<file path="config.mk">
export PLATFORM = sky130hd
export DESIGN_NAME = hb_ram
export DESIGN_NICKNAME = d
export VERILOG_FILES = /design/src/rtl/core/hb_ram.sv
export SDC_FILE = /design/constraint.sdc
export NUM_CORES = 2
export LEC_CHECK = 0
export BUFFER_PORTS_ARGS = -buffer_cell sky130_fd_sc_hd__buf_2
export CAP_MARGIN = 5
export CORE_ASPECT_RATIO = 0.8
export CORE_MARGIN = 1
export CORE_UTILIZATION = 45
export CTS_BUF_LIST = sky130_fd_sc_hd__clkbuf_4
export DETAILED_ROUTE_END_ITERATION = 12
export GPL_TIMING_DRIVEN = 1
export PLACE_DENSITY = 0.6
export REMOVE_ABC_BUFFERS = 1
export SYNTH_ARGS = -nofsm -noshare
export SYNTH_HDL_FRONTEND = slang
export SYNTH_SLANG_ARGS = --single-unit
</file>
<file path="constraint.sdc">
create_clock -name clk -period 12.78 [get_ports clk]
set_clock_uncertainty 0.2 [all_clocks]
set_input_delay 1.917 -clock clk [delete_from_list [all_inputs] [get_ports clk]]
set_output_delay 1.917 -clock clk [all_outputs]
set_load 0.01 [all_outputs]
</file>
<file path="src/rtl/core/hb_ram.sv">
// generic single write port ram with registered read
module hb_ram #(
  parameter int unsigned WIDTH = 32,
  parameter int unsigned DEPTH = 128
) (
  input  logic                     clk,
  input  logic                     we,
  input  logic [$clog2(DEPTH)-1:0] waddr,
  input  logic [WIDTH-1:0]         wdata,
  input  logic [$clog2(DEPTH)-1:0] raddr,
  output logic [WIDTH-1:0]         rdata
);

  logic [WIDTH-1:0] mem_r [DEPTH];
  logic [WIDTH-1:0] rdata_r;

  always_ff @(posedge clk) begin
    if (we) begin
      mem_r[waddr] <= wdata;
    end
    rdata_r <= mem_r[raddr];
  end

  assign rdata = rdata_r;

endmodule

</file>
# --- Word-level counts from Yosys, hierarchy flattened ---
# Memories as Yosys holds them, arrays and structs flattened. A register that Yosys moved wholly into a read port is not among the register bits.
# Cells that the tools add are included.
word_totals:
  word_cells: 3
  register_bits: 0
  ramBits: 4096
  in_bits: 48
  n_memories: 1
  output_inout_bits: 32
memory_table:
  columns: ["name", "words", "width", "rd", "rd_clocked_by_memory_dff", "write_ports", "line", "rtl"]
  rows:
  - ["mem_r", 128, 32, 1, 1, 1, "14", "logic [WIDTH-1:0] mem_r [DEPTH];"]
classes:
  muxes: 2
ops:
  columns: ["operator", "count"]
  rows:
  - ["2-to-1 mux 1 bit", 2]

# --- Logic depth before layout (Yosys ltp) ---
logic_depth:
  ltp_word: 2
  ltp_mapped: 8
  mapped_depth_nobuf: 4

# --- Worst setup path before layout ---
# OpenSTA, ideal clock, no wires.
synth_path:
  kind: "input -> register"
  start: "in we"
  end: "mem mem_r[98][0] (enable)"
  t_required_ns: 12.119
  path_stages: 3
  n_path_buf: 1
  slack_ns: 7.424
  arrival_time_ns: 4.695
  setup_ns: 0.461
  cell_sequence: "clkbuf_1 > nand4_1 > nor3_1"
synth_via:
  elab_chain_len: 2
synth_rtl:
  columns: ["item", "line", "rtl"]
  rows:
  - ["from (decl)", "7", "input logic we,"]
  - ["2-to-1 mux 1 bit", "18", "if (we) begin"]
  - ["2-to-1 mux 1 bit (not written as such)", "19", "mem_r[waddr] <= wdata;"]
  - ["to (decl)", "14", null]
# Every way passes these cells.

==> results.cfg <==
[die]
chipWidth_um = 660.9
num_rows = 193
core_area_sq_um = 345600
die_height_um = 529.1
die_area_sq_um = 349700
num_io_pins = 80
initial_core_utilization = 0.4522

[clock_network]
worst_skew_pair.late_latency_ns = 1.47
numCtsBuffers = 950
postCtsSetupRepairBufs = 0
cts_tree = done
clk_pin_slew_worst_paths_ns = 0.07
clk_path_buf_depth = 4
htreeDepth = 6
cts_num_sinks = 4128
post_cts_hold_buffer_count = 0
post_cts_resized = 0
root_buffer = sky130_fd_sc_hd__clkbuf_4

[power_and_ir_drop]
power.density_nw_per_um2 = 152.4
static-leakage-power_nw = 54.65
worst_ir_drop_vdd_mv = 0.09230
fin_total_pwr_mw = 26.84

[worst_setup_path]
worst_path_most_repeated_cell = sky130_fd_sc_hd__mux4_2
critical_path.endpoint_type = flop
worst_ep_required_time_ns = 13.90
crit_family = buffers and inverters
rrSetupSlack_ns = 10.03
cp_num_buf_inv = 3
worst-setup-path-type = in -> reg
crit_path_start_kind = input port
arrival_ns = 6.44
critical_path_peak_fanout = 78
slowest_stage = sky130_fd_sc_hd__buf_4
critical_path_cell_count = 7
cp_peak_stage_delay_ns = 0.95
worstPathCellList = buf_8 -> buf_4 -> buf_4 -> mux4_2 -> mux4_2 -> mux4_2 -> mux2_2
critical_path.reg2reg.startpoint = mem_r[5][9]
r2r_cells = 4
r2r-end = rdata[9]

[grt]
grt_start_max_net_pins = 128
globalRouteTotalUtil = 0.2429
gr-total-overflow = 0
grt_first_pass_wirelength_um = 585700
antenna_found_initial = 79
grt_pass1_vias = 75439

[timing]
clock.fmax_mhz = 188.1
setup_viol_count_final = 0
report.final.hold_viol_count = 0
timing.final.crit_share = 0.4160
setup-tns-final_ns = 0
drv_slew = 0
setup_repair_after_global_routing_missed_its_margin = no
layout_min_cycle_time_ns = 5.317
worst_path_setup_slack_after_routing_ns = 7.463
maxSlewHeadroom = 0.1084
max_slew.worst_pin.slew_ns = 1.337

[yosys]
synth_seq_cells = 4128
mean_instance_size_in_the_synthesized_netlist_sq_um = 26.09
yosys.cell_types.count = 17
syn-instance-count = 5990
ys_seq_area_frac = 0.7912
ys_warn_count = 0
syn-cell-area_sq_um = 156300

[place]
place.detailed.instances = 10551
port_buffers = 79
placement.setup.worst_slack_ns = 5.947
post-dp-hpwl_um = 224600
globalplace.congestion = 0.8115

[min_path]
hold-path-cell-count = 1
holdPathEnd = mem_r[110][22]
hold_start = wdata[22]
worst_hold_path_type = in -> reg

[layout]
fin_util = 0.5096
design.final.nets = 6969
layout.area.seq_sq_um = 123600
post_route_cells_drive_above_1_share = 0.4307
synthToLayoutAreaGrowth_pct = 12.69
multi_input_comb_area_sq_um = 32290
final_cell_count_no_fill = 12247
fillCellCount = 26992

[route]
aggregate_routed_wire_length_um = 423800
drt_drc_violations_left = 0
detail_route.iter0.violations = 10469
drt-vias-per-instance = 6.039
via_count = 73963
drt_pre_antenna_iters = 8
ant_nets = 0
wl_per_cell_um = 34.60

[run_status]
outcome = complete, no violations

[run]
max_cap_violations = 0
[worst max path at each step]
stage / from / endpoint
finish: raddr[2] / rdata[28]
global route: raddr[2] / rdata[26]
CTS: raddr[2] / rdata[28]
detailed placement: raddr[2] / rdata[26]
global placement: raddr[2] / rdata[28]
floorplan: waddr[3] / mem_r[102][0]
[power by group]
part           leakage [nW]  total (mW)  internal, mW  switching, mW
clock network          7.18        10.4          5.32           5.07
registers              37.1        15.0          14.9         0.0645
logic                  10.4        1.45         0.534          0.915
[placed cells by master (no fill, tap or decap), drive strengths merged]
master,Yosys,layout
clkinv,0,201
buf,134,295
nand2b,2,2
mux4,1344,1344
nand4,3,3
nor2b,7,7
nor2,122,122
diode,0,31
inv,0,16
nor3,9,9
nand2,14,14
bufinv,0,12
edfxtp,4096,4096
or3,1,1
clkbuf,182,1431
clkinvlp,0,5
mux2,32,32
nand3,12,12
dfxtp,32,32
[routing by layer]
layer	share of wire	global-route usage
met3	0.11	0.06762
met4	0.022	0.06403
met2	0.47	0.3705
met1	0.40	0.3479
met5	0.00065	0
[state kept, by name (all words and copies together), names as in the netlist]
register  count
mem_r      4096
rdata        32
[logic make-up (layout without fill, tap and decap cells)]
group,Yosys count,in the layout,share of synthesized area
multiplexers,1376,1376,0.1960
AND/OR/NAND/NOR,170,170,0.004460
buffers and inverters,316,1960,0.008391
other,0,31,0
flip-flops,4128,4128,0.7912
[cells in the mapped netlist]
cell type                     n  share of area
sky130_fd_sc_hd__edfxtp_1  4096           0.79
sky130_fd_sc_hd__mux4_2    1344           0.19
sky130_fd_sc_hd__clkbuf_1   182         0.0044
sky130_fd_sc_hd__nor2_1     122         0.0029
sky130_fd_sc_hd__buf_2       79         0.0025
sky130_fd_sc_hd__buf_1       50         0.0012
sky130_fd_sc_hd__dfxtp_1     32         0.0041
sky130_fd_sc_hd__mux2_2      32         0.0023
sky130_fd_sc_hd__nand2_1     14        0.00034
sky130_fd_sc_hd__nand3_1     12        0.00038
sky130_fd_sc_hd__nor3_1       9        0.00029
sky130_fd_sc_hd__nor2b_1      7        0.00028
sky130_fd_sc_hd__buf_4        3        0.00014
sky130_fd_sc_hd__nand4_1      3        0.00012
sky130_fd_sc_hd__buf_6        2        0.00014
sky130_fd_sc_hd__nand2b_1     2       0.000080
sky130_fd_sc_hd__or3_1        1       0.000040
[layout make-up]
type,instances,area share
clock inverters,234,0.007332
clock buffers,1431,0.06100
diodes,31,0.0004405
multi-input cells,1546,0.1834
repair buffers,295,0.01321
well taps,4582,0.03255
flip-flops and latches,4128,0.7021
[stage by stage]
stage	hold WS (ns)	instance area, sq um
detailed placement	0.9143	164000
finish	0.6360	176100
CTS	0.4612	176000
floorplan	0.8736	155000
global route	0.5670	176000
global placement	0.9124	164000
Note: power is estimated with default switching activity, not from simulation.
